--- src/qrs_pkg.sv ---
// ----------------------------------------------------------------------------
// Quadratic root solver package
// Shared widths, payload types, cell data types and the output saturation.
// ----------------------------------------------------------------------------
package qrs_pkg;

	// Field widths
	localparam int CW     = 16;                  // coefficient width
	localparam int FRAC   = 16;                  // Q16 scaling of the roots
	localparam int OUT_W  = 48;                  // result part width
	localparam int KIND_W = 3;

	// Derived datapath widths
	localparam int DSW = 2 * CW + 3;             // signed discriminant
	localparam int DW  = 2 * CW + 1;             // discriminant magnitude
	localparam int RW  = (DW + 2 * FRAC + 1) / 2; // square root bits
	localparam int SQW = 2 * RW;                 // radicand bits
	localparam int NBW = CW + FRAC + 1;          // signed base numerator
	localparam int NW  = RW + 1;                 // numerator magnitude
	localparam int SW  = NW + 1;                 // signed numerator
	localparam int DVW = CW + 1;                 // divisor magnitude

	localparam logic signed [OUT_W-1:0] OUT_MAX = {1'b0, {(OUT_W-1){1'b1}}};
	localparam logic signed [OUT_W-1:0] OUT_MIN = {1'b1, {(OUT_W-1){1'b0}}};

	typedef enum logic [KIND_W-1:0] {
		KIND_ZERO    = 3'd0,
		KIND_NOT_EQ  = 3'd1,
		KIND_SINGLE  = 3'd2,
		KIND_REAL    = 3'd3,
		KIND_COMPLEX = 3'd4
	} kind_t;

	typedef struct packed {
		logic signed [CW-1:0] coef_a;
		logic signed [CW-1:0] coef_b;
		logic signed [CW-1:0] coef_c;
	} in_t;

	typedef struct packed {
		kind_t                   kind;
		logic signed [OUT_W-1:0] real_part;
		logic signed [OUT_W-1:0] imag_part;
		logic                    last;
	} out_t;

	// Per-item information that rides along the cell chains.
	typedef struct packed {
		kind_t                 kind;
		logic                  a_neg;
		logic                  dneg;
		logic [1:0]            nneg;
		logic signed [NBW-1:0] nbase;
		logic [DVW-1:0]        dmag;
	} side_t;

	// Square root cell data.
	typedef struct packed {
		logic [SQW-1:0] rad;
		logic [RW+1:0]  rem;
		logic [RW-1:0]  root;
	} sqrt_t;

	// Divider cell data, two lanes.
	typedef struct packed {
		logic [1:0][NW-1:0]  num;
		logic [1:0][DVW-1:0] rem;
		logic [1:0][NW-1:0]  quo;
	} div_t;

	// Clamp a signed quotient to the result range.
	function automatic logic signed [OUT_W-1:0] sat_out(input logic signed [SW-1:0] v);
		logic signed [OUT_W-1:0] r;
		if (v > OUT_MAX) begin
			r = OUT_MAX;
		end else if (v < OUT_MIN) begin
			r = OUT_MIN;
		end else begin
			r = OUT_W'(v);
		end
		return r;
	endfunction

endpackage

--- src/qrs_div_cell.sv ---
// ----------------------------------------------------------------------------
// Divider cell
// One quotient bit of two restoring divisions that share one divisor.
// ----------------------------------------------------------------------------
module qrs_div_cell (
	input  logic          clk,
	input  logic          arst_n,
	input  logic          v_in,
	input  qrs_pkg::div_t  d_in,
	input  qrs_pkg::side_t s_in,
	output logic          v_out,
	output qrs_pkg::div_t  d_out,
	output qrs_pkg::side_t s_out
);
	import qrs_pkg::*;

	logic [DVW:0] rem_sh;
	logic [DVW:0] dv;
	logic         fit;
	div_t         nxt;

	// Shift in the next numerator bit per lane and subtract where it fits.
	always_comb begin
		dv  = {1'b0, s_in.dmag};
		nxt = d_in;
		for (int l = 0; l < 2; l++) begin
			rem_sh     = {d_in.rem[l], d_in.num[l][NW-1]};
			fit        = (rem_sh >= dv);
			nxt.rem[l] = DVW'(fit ? (rem_sh - dv) : rem_sh);
			nxt.quo[l] = {d_in.quo[l][NW-2:0], fit};
			nxt.num[l] = {d_in.num[l][NW-2:0], 1'b0};
		end
	end

	always_ff @(posedge clk or negedge arst_n) begin
		if (!arst_n) begin
			v_out <= 1'b0;
		end else begin
			v_out <= v_in;
		end
	end

	always_ff @(posedge clk) begin
		d_out <= nxt;
		s_out <= s_in;
	end

endmodule

--- config.mk ---
export PLATFORM = sky130hd
export DESIGN_NAME = qrs_div_cell
export DESIGN_NICKNAME = d
export VERILOG_FILES = /design/src/qrs_pkg.sv /design/src/qrs_div_cell.sv
export SDC_FILE = /design/constraint.sdc
export NUM_CORES = 1
export LEC_CHECK = 0
export BUFFER_PORTS_ARGS = -buffer_cell sky130_fd_sc_hd__buf_4
export CAP_MARGIN = 25
export CORE_AREA = 2 2 176 178
export CTS_BUF_LIST = sky130_fd_sc_hd__clkbuf_8 sky130_fd_sc_hd__clkbuf_16
export DETAILED_ROUTE_END_ITERATION = 10
export DIE_AREA = 0 0 178 180
export PLACE_DENSITY = 0.59
export SLEW_MARGIN = 25
export SYNTH_ARGS = -nofsm -noshare
export SYNTH_HDL_FRONTEND = slang
export SYNTH_SLANG_ARGS = --single-unit
export TNS_END_PERCENT = 10
--- constraint.sdc ---
create_clock -name clk -period 0.91 [get_ports clk]
set_clock_uncertainty 0.1 [all_clocks]
set_input_delay 0.1365 -clock clk [delete_from_list [all_inputs] [get_ports clk]]
set_output_delay 0.1365 -clock clk [all_outputs]
set_load 0.01 [all_outputs]
**Word level (Yosys, flattened, before mapping)**

Cells that the tools add are included.

- Add/subtract/negate cells: 2
- Mux-type cells: 2
- $lt $le $gt $ge: 2

Operator list:

| kind | count |
|---|---|
| greater-or-equal comparator 18 x 17 -> 1 bit | 2 |
| 2-to-1 mux 17 bit | 2 |
| subtractor 17 bit | 2 |

- Logic and storage cells: 19
- Bits of input ports: 230
- Flip-flop bits (word level): 226
- Output and inout bits: 228

**Depth between registers and ports, before layout**

- Depth in word-level cells: 2
- Gate-level depth with buffers: 12
- Mapped depth without buffers: 11

**Least setup slack after synthesis**

Ideal clock, no wire load.

- Path type: input -> register
- Start: input d_in[169] (netlist bit)
- End: register d_out[93] (netlist bit)
- Data required time: 0.689 ns
- Path buffers: 1
- Path slack: -1.416 ns
- Setup time: 0.121 ns
- Arrival time: 2.104 ns
- Stages on the path: 11
- Cell sequence: inv_1 ha_1 inv_1 fa_1 a21o_1 and2_1 o31a_1 o21ai_4 inv_2 buf_6 mux2_4

RTL lines:

| element | RTL line | text |
|---|---|---|
| start: declaration | qrs_div_cell.sv:9 | `input qrs_pkg::div_t d_in,` |
| end signal: assignment | qrs_div_cell.sv:44 | `d_out <= nxt;` |
| end: declaration | qrs_div_cell.sv:12 | `output qrs_pkg::div_t d_out,` |

==> out/metrics.yaml <==
synthesis:
  synth_warnings: 0
  synthesis.area_mm2: 0.006828
  synth_cell_types: 63
  async_flop_share: 0.004425
  synth_edf_count: 0
  synth-seq-cells: 226
  yosysSeqAreaShare: 0.6634
  yosys_most_used_dff: "dfxtp_1"
  synthesis.instances: 547
  syn_avg_cell_area_um2: 12.48
sta:
  fmax_ghz: 0.5544
  period_minus_slack_ns: 1.804
  hold_viol_final: 3
  setup_ws_ns: -0.8938
  whs_ns: -0.3834
  rsz0062_at_grt: "yes"
  slew_violations: 0
  fin_crit_sh: 1.982
  setup_violations: 262
critical_path:
  critPathMaxFanout: 6
  cp_data_arrival_time_ns: 2.13
  critPathLaunchType: "primary input"
  worstPathRequired_ns: 1.24
  cp-end-kind: "flip-flop"
  path_class: "in -> reg"
placed_design:
  numPortBuffers: 453
  placed_area_mm2: 0.01157
  gp_congestion: 0.8674
  pre_cts_ws_ns: -1.492
  place_inst: 1498
  dp_hpwl_um: 23000
floorplanning:
  rows: 64
  die_h_um: 180
  start_util: 0.2262
  ios: 458
  die_x_um: 178
  die_area_mm2: 0.03204
  core_area_mm2: 0.03019
route:
  vias_per_cell: 4.129
  ant_nets: 0
  drt_first_pass_iters: 7
  wl_per_cell_um: 19.15
  wl_um: 34470
  vias: 7432
  drt_iter0_drc: 236
  drc: 0
global_route:
  antenna_found_initial: 7
  grt_pass1_wl_um: 48410
  grt-ovfl-total: 0
  grt_use_total: 0.2014
  grt_start_max_net_pins: 15
  grt_pass1_vias: 8135
status:
  violations: "hold timing, setup timing"
  run_status: "complete, but fails checks"
flow_run:
  max-cap-violations: 0
power:
  p_leak_uw: 0.007629
  p_per_area_mw_per_mm2: 1804
  ir_drop_mv: 1.340
cts:
  tritoncts: "yes"
  cts_buffers: 27
  clk_pin_slew_ns: 0.06
  clockBufferDepth: 3
  cts-root-buf: "clkbuf_16"
  htreeDepth: 1
  cts.sinks: 226
final_layout:
  drive_gt1_frac: 0.6674
  final_common_cell: "buf_4"
  design_area_mm2: 0.01663
  regArea_mm2: 0.004783
  layout_common_cells: "353 x buf_4, 224 x dlygate4sd3_1, 221 x buf_6, 203 x dfxtp_2, 27 x clkbuf_16"
  nets: 1643
  fillers: 2464
  multiInputGateArea_mm2: 0.002603
  syn2layout_area_growth_pct: 143.6
  fin_cells: 1800
worst_hold_path:
  hp-class: "in -> reg"
## power breakdown
group / internal [uW] / switching (uW) / total (uW)
Clock: 6970 / 4650 / 11600
Sequential: 10800 / 403 / 11200
Combinational: 4380 / 2760 / 7140
Total: 22200 / 7820 / 30000
## per-layer routing
layer / wire [um] / GRT usage
met3: 2702 / 0.05838
met2: 18010 / 0.3784
met4: 1559 / 0.08852
met1: 12160 / 0.2025
met5: 33 / 0
## sequential cells by signal, indices dropped and copies added (netlist names)
name and cells:
d_out 168, s_out 57, v_out 1
## critical path, stage by stage
cell and delay [ns]:
buf_8 0.10, inv_4 0.04, ha_4 0.12, inv_2 0.03, fa_2 0.34, a21oi_2 0.17, buf_4 0.13, o211a_1 0.17
a21oi_2 0.07, o21ai_2 0.15, and2_4 0.18, inv_6 0.05, buf_12 0.13, mux2_4 0.29
## repair_timing
action | CTS | global route
pin swaps | 19 | 29
endpoints found under the setup margin | 262 | 262
cloned | 4 | 0
gates resized for setup | 413 | 115
endpoints found under the hold margin | 225 | 5
hold buffers | 221 | 3
buffers inserted | 12 | 7
## cells in the mapped netlist, types with 2 or more instances
cell type | number | share of area
xor2_1 | 3 | 0.0038
o21ai_0 | 19 | 0.014
a211oi_1 | 4 | 0.0044
dfxtp_1 | 225 | 0.66
buf_6 | 3 | 0.0049
nand2_1 | 33 | 0.018
nor3_1 | 3 | 0.0022
o31ai_1 | 5 | 0.0055
nor2_1 | 17 | 0.0093
o31a_1 | 2 | 0.0026
o21a_1 | 10 | 0.011
fa_1 | 2 | 0.0059
a21oi_1 | 26 | 0.019
ha_1 | 34 | 0.062
a311oi_1 | 2 | 0.0026
nor2b_1 | 3 | 0.0027
mux2_2 | 17 | 0.028
xnor2_1 | 16 | 0.021
nand4_1 | 3 | 0.0027
or2_2 | 3 | 0.0027
clkbuf_1 | 5 | 0.0027
and3_1 | 2 | 0.0018
and4_1 | 3 | 0.0038
nand3_1 | 13 | 0.0095
o211ai_2 | 2 | 0.0037
nor3b_1 | 3 | 0.0033
a31oi_1 | 3 | 0.0027
inv_1 | 25 | 0.014
a21o_1 | 15 | 0.016
and2_1 | 4 | 0.0037
buf_4 | 2 | 0.0022
or3_1 | 2 | 0.0018
o21bai_1 | 2 | 0.0022
inv_2 | 2 | 0.0011
a2111oi_0 | 3 | 0.0038
mux2_4 | 4 | 0.0088
## cell type report
class,instances,share of cell area
diodes,6,0.0009027
clock buffers,31,0.04393
inverters,27,0.008125
flip-flops and latches,226,0.2876
clock inverters,19,0.01414
multi-input cells,284,0.1565
repair buffers,810,0.4584
repair inverters,1,0.0006770
well taps,396,0.02979
## cells by family after synthesis
family                   Yosys count  synth area share
buffers and inverters             38           0.02547
AO/OA/AOI/OAI                    112            0.1144
flip-flops                       226            0.6634
AND/OR/NAND/NOR                   94           0.06689
adder cells (fa/ha/maj)           36           0.06817
other                              1         0.0005492
multiplexers                      21           0.03683
XOR/XNOR                          19           0.02437
## path summary, 6_finish.rpt
check | startpoint | to | slack, ns | cells after the start
max | d_in[135] | d_out[84] | -0.89 | 14
min | s_in[0] | s_out[0] | -0.38 | 1
max in group asynchronous | arst_n | v_out | 0.24 | 3
min in group asynchronous | arst_n | v_out | 0.35 | 3
## through the flow
| stage | hold slack, ns | total power [uW] | utilization | setup TNS, ns |
|---|---|---|---|---|
| final | -0.3834 | 30000 | 0.5509 | -98.16 |
| after global routing | -0.4027 | 31160 | 0.5506 | -107.89 |
| after CTS | -0.4096 | 29810 | 0.5355 | -103.58 |
| after detailed placement | -0.1737 | 16230 | 0.3833 | -51.21 |
| after global placement | -0.1751 | 16210 | 0.3833 | -49.98 |
| after floorplan | -0.2591 | 13030 | - | -42.88 |
No activity file was read; power rests on OpenSTA's default activity.
