--- config.mk ---
export PLATFORM = sky130hd
export DESIGN_NAME = qrs_sqrt_cell
export DESIGN_NICKNAME = d
export VERILOG_FILES = /design/src/qrs_pkg.sv /design/src/qrs_sqrt_cell.sv
export SDC_FILE = /design/constraint.sdc
export NUM_CORES = 1
export LEC_CHECK = 0
export BUFFER_PORTS_ARGS = -buffer_cell sky130_fd_sc_hd__buf_2
export CELL_PAD_IN_SITES_DETAIL_PLACEMENT = 1
export CELL_PAD_IN_SITES_GLOBAL_PLACEMENT = 1
export CORE_ASPECT_RATIO = 0.75
export CORE_MARGIN = 5
export CORE_UTILIZATION = 32
export CTS_BUF_LIST = sky130_fd_sc_hd__clkbuf_4 sky130_fd_sc_hd__clkbuf_8
export CTS_CLUSTER_DIAMETER = 60
export CTS_CLUSTER_SIZE = 10
export DETAILED_ROUTE_END_ITERATION = 8
export MAX_ROUTING_LAYER = met4
export PLACE_DENSITY_LB_ADDON = 0.1
export SYNTH_ARGS = -nofsm -noshare
export SYNTH_HDL_FRONTEND = slang
export SYNTH_SLANG_ARGS = --single-unit
--- constraint.sdc ---
create_clock -name clk -period 0.8 [get_ports clk]
set_clock_uncertainty 0.1 [all_clocks]
set_input_delay 0.16 -clock clk [delete_from_list [all_inputs] [get_ports clk]]
set_output_delay 0.16 -clock clk [all_outputs]
set_load 0.005 [all_outputs]
--- src/qrs_pkg.sv ---
// ----------------------------------------------------------------------------
// Quadratic root solver package
// Shared widths, payload types, cell data types and the output saturation.
// ----------------------------------------------------------------------------
package qrs_pkg;

	// Field widths
	localparam int CW     = 16;                  // coefficient width
	localparam int FRAC   = 16;                  // Q16 scaling of the roots
	localparam int OUT_W  = 48;                  // result part width
	localparam int KIND_W = 3;

	// Derived datapath widths
	localparam int DSW = 2 * CW + 3;             // signed discriminant
	localparam int DW  = 2 * CW + 1;             // discriminant magnitude
	localparam int RW  = (DW + 2 * FRAC + 1) / 2; // square root bits
	localparam int SQW = 2 * RW;                 // radicand bits
	localparam int NBW = CW + FRAC + 1;          // signed base numerator
	localparam int NW  = RW + 1;                 // numerator magnitude
	localparam int SW  = NW + 1;                 // signed numerator
	localparam int DVW = CW + 1;                 // divisor magnitude

	localparam logic signed [OUT_W-1:0] OUT_MAX = {1'b0, {(OUT_W-1){1'b1}}};
	localparam logic signed [OUT_W-1:0] OUT_MIN = {1'b1, {(OUT_W-1){1'b0}}};

	typedef enum logic [KIND_W-1:0] {
		KIND_ZERO    = 3'd0,
		KIND_NOT_EQ  = 3'd1,
		KIND_SINGLE  = 3'd2,
		KIND_REAL    = 3'd3,
		KIND_COMPLEX = 3'd4
	} kind_t;

	typedef struct packed {
		logic signed [CW-1:0] coef_a;
		logic signed [CW-1:0] coef_b;
		logic signed [CW-1:0] coef_c;
	} in_t;

	typedef struct packed {
		kind_t                   kind;
		logic signed [OUT_W-1:0] real_part;
		logic signed [OUT_W-1:0] imag_part;
		logic                    last;
	} out_t;

	// Per-item information that rides along the cell chains.
	typedef struct packed {
		kind_t                 kind;
		logic                  a_neg;
		logic                  dneg;
		logic [1:0]            nneg;
		logic signed [NBW-1:0] nbase;
		logic [DVW-1:0]        dmag;
	} side_t;

	// Square root cell data.
	typedef struct packed {
		logic [SQW-1:0] rad;
		logic [RW+1:0]  rem;
		logic [RW-1:0]  root;
	} sqrt_t;

	// Divider cell data, two lanes.
	typedef struct packed {
		logic [1:0][NW-1:0]  num;
		logic [1:0][DVW-1:0] rem;
		logic [1:0][NW-1:0]  quo;
	} div_t;

	// Clamp a signed quotient to the result range.
	function automatic logic signed [OUT_W-1:0] sat_out(input logic signed [SW-1:0] v);
		logic signed [OUT_W-1:0] r;
		if (v > OUT_MAX) begin
			r = OUT_MAX;
		end else if (v < OUT_MIN) begin
			r = OUT_MIN;
		end else begin
			r = OUT_W'(v);
		end
		return r;
	endfunction

endpackage

--- src/qrs_sqrt_cell.sv ---
// ----------------------------------------------------------------------------
// Square root cell
// One digit step of a restoring square root; registered toward the next cell.
// ----------------------------------------------------------------------------
module qrs_sqrt_cell (
	input  logic          clk,
	input  logic          arst_n,
	input  logic          v_in,
	input  qrs_pkg::sqrt_t d_in,
	input  qrs_pkg::side_t s_in,
	output logic          v_out,
	output qrs_pkg::sqrt_t d_out,
	output qrs_pkg::side_t s_out
);
	import qrs_pkg::*;

	logic [RW+1:0] rem_sh;
	logic [RW+1:0] trial;
	logic          fit;
	sqrt_t         nxt;

	// Bring down two radicand bits and try the next root bit.
	always_comb begin
		rem_sh   = {d_in.rem[RW-1:0], d_in.rad[SQW-1 -: 2]};
		trial    = {d_in.root, 2'b01};
		fit      = (rem_sh >= trial);
		nxt.rem  = fit ? (rem_sh - trial) : rem_sh;
		nxt.root = {d_in.root[RW-2:0], fit};
		nxt.rad  = {d_in.rad[SQW-3:0], 2'b00};
	end

	always_ff @(posedge clk or negedge arst_n) begin
		if (!arst_n) begin
			v_out <= 1'b0;
		end else begin
			v_out <= v_in;
		end
	end

	always_ff @(posedge clk) begin
		d_out <= nxt;
		s_out <= s_in;
	end

endmodule

==> impl_metrics.env, run 1 <==
export IMPL_outcome="aborted with a tool error"
export IMPL_stage_where_the_flow_stopped="5_1_grt"
export IMPL_toolErrorMsg="[ERROR GRT-0232] Routing congestion too high. Check the congestion heatmap in the GUI."
export IMPL_die_x_um=173
export IMPL_postSynthAreaPerCell_sq_um=10.9
export IMPL_synth_async_sr_flop_share_pct=0.526
export IMPL_yosys_area_top_type_share_pct=59.3
export IMPL_yosys_warnings=0
export IMPL_endpoint_type="sequential cell input"
export IMPL_netlist_top_cell_by_area="dfxtp_1"
export IMPL_synth_most_common_cell="dfxtp_1"
export IMPL_yosysSeqAreaShare_pct=59.7
export IMPL_clockBufferDepth=2
export IMPL_die_h_um=132
export IMPL_initial_utilization_pct=32.7
export IMPL_rows=44
export IMPL_post_dp_hpwl_um=20900
export IMPL_mappedNetlistArea_sq_um=6380
export IMPL_synth_seq_cells=190
export IMPL_post_place_instance_area_sq_um=9940
export IMPL_synth_edff_count=0
export IMPL_synthTopCellsByCount="189 x dfxtp_1, 52 x a21oi_1, 44 x inv_1, 36 x nand2_1, 35 x ha_1"
export IMPL_cts_made_buffers=17
export IMPL_grt_antenna_before_repair=13
export IMPL_grt_max_degree=25
export IMPL_cts_sinks=190
export IMPL_gp_congestion=0.850
export IMPL_grt_usage_pct=82.5
export IMPL_netlist_instances=585
export IMPL_primary_flip_flop_cell_chosen_by_synthesis_mapping="dfxtp_1"
export IMPL_yosys_cell_types_count=64
export IMPL_htreeDepth=4
export IMPL_port_buffer_count=381
export IMPL_synth_top_cells_by_area="dfxtp_1 59%, ha_1 6.9%, a21oi_1 4.1%"
export IMPL_number_of_top_level_design_ports=386
export IMPL_grt_overflow=485
export IMPL_ctsRootBufferMaster="clkbuf_8"
export IMPL_post_place_ws_ns=-1.72
export IMPL_globalroute_repair_timing_worst_endpoint="d_out[47]$_DFF_P_/D"
timing repair:
item / 4_1_cts
pin swaps: 34
hold buffers: 186
gates resized for setup: 124
gates cloned: 1
hold endpoints to repair: 190
setup endpoints to repair: 226
setup buffers: 19
routing by layer:
layer  overflow  track usage [%]
met3          5             65.0
met4        138             86.3
met1          6             77.2
met5          -                -
met2        336              100
stage by stage:
step                      cells  util, %
after floorplan             586        -
after detailed placement   1339     51.0
after global placement     1339     51.0
after CTS                  1577     65.9
cell families after synthesis:
family / count (synthesis) / synth area share, %
compound gates: 147 / 15.4
xor+xnor: 27 / 3.71
fa+ha+maj: 35 / 6.87
buf+inv: 60 / 4.43
flops: 190 / 59.7
mux: 1 / 0.177
other cells: 1 / 0.0588
simple gates: 124 / 9.62
==> inputs of run 2 (changes only) <==
==> config.mk (replaced) <==
export PLATFORM = sky130hd
export DESIGN_NAME = qrs_sqrt_cell
export DESIGN_NICKNAME = d
export VERILOG_FILES = /design/src/qrs_pkg.sv /design/src/qrs_sqrt_cell.sv
export SDC_FILE = /design/constraint.sdc
export NUM_CORES = 1
export LEC_CHECK = 0
export BUFFER_PORTS_ARGS = -buffer_cell sky130_fd_sc_hd__buf_2
export CORE_AREA = 5 5 149 151
export DETAILED_ROUTE_END_ITERATION = 8
export DIE_AREA = 0 0 154 156
export PLACE_DENSITY_LB_ADDON = 0.15
export SYNTH_ARGS = -nofsm -noshare
export SYNTH_HDL_FRONTEND = slang
export SYNTH_SLANG_ARGS = --single-unit
==> impl_metrics.env, run 2 <==
export IMPL_outcome="complete, but fails checks"
export IMPL_failing_checks="negative hold slack, negative setup slack"
export IMPL_critical_path_cell_chain="buf_2 > inv_1 > ha_4 > a21oi_2 > o21ai_4 > nor3_2 > a21oi_2 > or4b_4 > nand4_1 > a21boi_0 > o31ai_2"
export IMPL_final_net_count=1516
export IMPL_netlist_instances=585
export IMPL_met1_length_um=10800
export IMPL_die_h_um=156
export IMPL_synth_mux_area_fraction_pct=0.177
export IMPL_synth_async_sr_flop_share_pct=0.526
export IMPL_criticalPathCategory="in2reg"
export IMPL_via_count=6933
export IMPL_min_delay_path_depth=4
export IMPL_grt_pass1_wl_um=40300
export IMPL_finish_stage_setup_viols=227
export IMPL_synth_simple_area_share_pct=9.62
export IMPL_post_synth_fa_ha_maj_area_fraction_pct=6.87
export IMPL_cts_clk_slew_worst_paths_ns=0.08
export IMPL_max_freq_ghz=0.511
export IMPL_placed_cells_incl_taps=1354
export IMPL_post_route_worst_setup_slack_ns=-1.16
export IMPL_total_leakage_power_nw=6.32
export IMPL_cts_sinks=190
export IMPL_ctsRootBufferMaster="clkbuf_16"
export IMPL_complex_gate_fraction_of_the_synthesized_area_pct=15.4
export IMPL_yosys_warnings=0
export IMPL_drc=0
export IMPL_postSynthAreaPerCell_sq_um=10.9
export IMPL_final_period_utilization_pct=245
export IMPL_route_met2_wl_um=14300
export IMPL_grt_overflow=0
export IMPL_synth_xor_xnor_area_share_pct=3.71
export IMPL_drv_slew=0
export IMPL_cpMostUsedCell="a21oi_2"
export IMPL_min_path_type="in2reg"
export IMPL_endpoint_kind="flip-flop"
export IMPL_rsz_0062_raised_after_global_routing="true"
export IMPL_gp_congestion=0.811
export IMPL_fin_total_pwr_mw=25.8
export IMPL_yosysSeqAreaShare_pct=59.7
export IMPL_fin_crit_ns=1.96
export IMPL_post_place_instance_area_sq_um=9960
export IMPL_post_place_ws_ns=-1.71
export IMPL_synthTopCellsByCount="189 x dfxtp_1, 52 x a21oi_1, 44 x inv_1, 36 x nand2_1, 35 x ha_1"
export IMPL_number_of_global_route_vias_before_repair=7325
export IMPL_primary_flip_flop_cell_chosen_by_synthesis_mapping="dfxtp_1"
export IMPL_drtPass1Iterations=4
export IMPL_wl_met3_um=1680
export IMPL_design_die_area_sq_um=24000
export IMPL_initial_utilization_pct=30.8
export IMPL_avgViaCountPerCell=4.40
export IMPL_setup_worst_path_start_class="primary input"
export IMPL_report_final_hold_viol_count=10
export IMPL_largest_register_ffs=132
export IMPL_synth_top_cells_by_area="dfxtp_1 59%, ha_1 6.9%, a21oi_1 4.1%"
export IMPL_worst_margin_slew_ns=0.567
export IMPL_post_route_ant_nets=0
export IMPL_timing_max_cap_violations=0
export IMPL_mostFrequentLayoutCell="buf_2"
export IMPL_clockBufferDepth=2
export IMPL_power_density_nw_per_um2=1920
export IMPL_post_dp_hpwl_um=18900
export IMPL_max_slew_margin_pct=61.9
export IMPL_drt_initial_drc_count=259
export IMPL_cp_arrival_ns=2.20
export IMPL_rows=53
export IMPL_fin_hold_ws_ns=-0.0641
export IMPL_critPathMaxFanout=4
export IMPL_filler_cell_count=1611
export IMPL_largest_register="d_out"
export IMPL_die_x_um=154
export IMPL_synth_top_family_by_area="compound AO/OA/AOI/OAI gates"
export IMPL_floorplan_core_area_sq_um=20700
export IMPL_finish_instance_area_sq_um=13400
export IMPL_synth_seq_cells=190
export IMPL_clock_tree_from_tritoncts="done"
export IMPL_biggestRegsByFlops="d_out x132, s_out x57, v_out x1"
export IMPL_mappedNetlistArea_sq_um=6380
export IMPL_grt_usage_pct=21.2
export IMPL_top_layer_used="met4"
export IMPL_holdCritStartpoint="d_in[59]"
export IMPL_htreeDepth=4
export IMPL_min_delay_worst_endpoint="d_out[61]"
export IMPL_yosys_area_top_type_share_pct=59.3
export IMPL_drive_gt1_share_pct=59.5
export IMPL_synth_edff_count=0
export IMPL_power_ir_vdd_worst_uv=1350
export IMPL_final_cell_count_no_fill=1577
export IMPL_grt_antenna_before_repair=1
export IMPL_tns_ns=-98.17
export IMPL_grt_max_degree=22
export IMPL_routed_wl_um=27500
export IMPL_hold_buffers=174
export IMPL_timing_critical_path_slowest_cell_delay_ns=0.54
export IMPL_netlist_top_cell_by_area="dfxtp_1"
export IMPL_worstPathRequired_ns=1.04
export IMPL_cts_made_buffers=17
export IMPL_port_buffer_count=381
export IMPL_synth_most_common_cell="dfxtp_1"
export IMPL_fin_util_pct=64.8
export IMPL_flow_area_growth_from_synthesis_pct=110
export IMPL_most_common_layout_cells="298 x buf_2, 174 x dlygate4sd3_1, 128 x buf_4"
export IMPL_yosys_cell_types_count=64
export IMPL_number_of_top_level_design_ports=386
export IMPL_critical_path_slowest_cell="or4b_4"
export IMPL_avgRoutedWirePerCell_um=17.5
==> run 2: worst max-delay path by stage <==
stage	from	end	cells after the start	slack [ns]
detailed placement	d_in[0]	d_out[62]	11	-1.71
finish	d_in[6]	d_out[66]	11	-1.16
floorplan	d_in[21]	d_out[66]	9	-1.33
CTS	d_in[0]	d_out[59]	12	-1.13
global route	d_in[2]	d_out[59]	13	-1.23
global placement	d_in[0]	d_out[58]	11	-1.66
==> run 2: routing by layer <==
layer  track usage (%)  vias up
li1                  -     3419
met1              25.1     3229
met2              37.9      235
met3              5.41       50
met4              6.48        0
met5                 0        -
==> run 2: worst max-delay path, delay by kind of cell <==
family,cells,cell delay (ns)
AO/OA/AOI/OAI,5,0.75
buffers and inverters,2,0.20
AND/OR/NAND/NOR,3,0.86
adder cells (fa/ha/maj),1,0.23
==> run 2: repair_timing <==
item | in CTS | in global routing
resized for setup | 127 | 145
buffers inserted | 10 | 7
endpoints found under the setup margin | 226 | 226
hold endpoints to repair | 188 | 10
gates cloned | 2 | 0
pin swaps | 27 | 11
==> run 2: where the power goes <==
| part | leakage, nW | internal (mW) | switching [mW] | total (mW) |
|---|---|---|---|---|
| clock network | 0.301 | 4.38 | 4.34 | 8.72 |
| registers | 1.61 | 10.3 | 0.276 | 10.5 |
| logic | 4.41 | 3.76 | 2.73 | 6.49 |
==> run 2: logic make-up after synthesis <==
kind of cell | after synthesis
XOR/XNOR | 27
multiplexers | 1
buffers and inverters | 60
flip-flops | 190
AO/OA/AOI/OAI | 147
AND/OR/NAND/NOR | 124
adder cells (fa/ha/maj) | 35
other | 1
==> run 2: cell type report <==
| cell class | instances | area [sq um] | area share [%] |
|---|---|---|---|
| repair buffers | 698 | 5380 | 40.1 |
| clock buffers | 18 | 439 | 3.27 |
| clock inverters | 14 | 178 | 1.32 |
| diodes | 2 | 5.00 | 0.0373 |
| well taps | 275 | 344 | 2.57 |
| inverters | 44 | 193 | 1.44 |
| multi-input cells | 336 | 2960 | 22.0 |
| flip-flops and latches | 190 | 3920 | 29.2 |
Power figures use the tool's default switching activity.
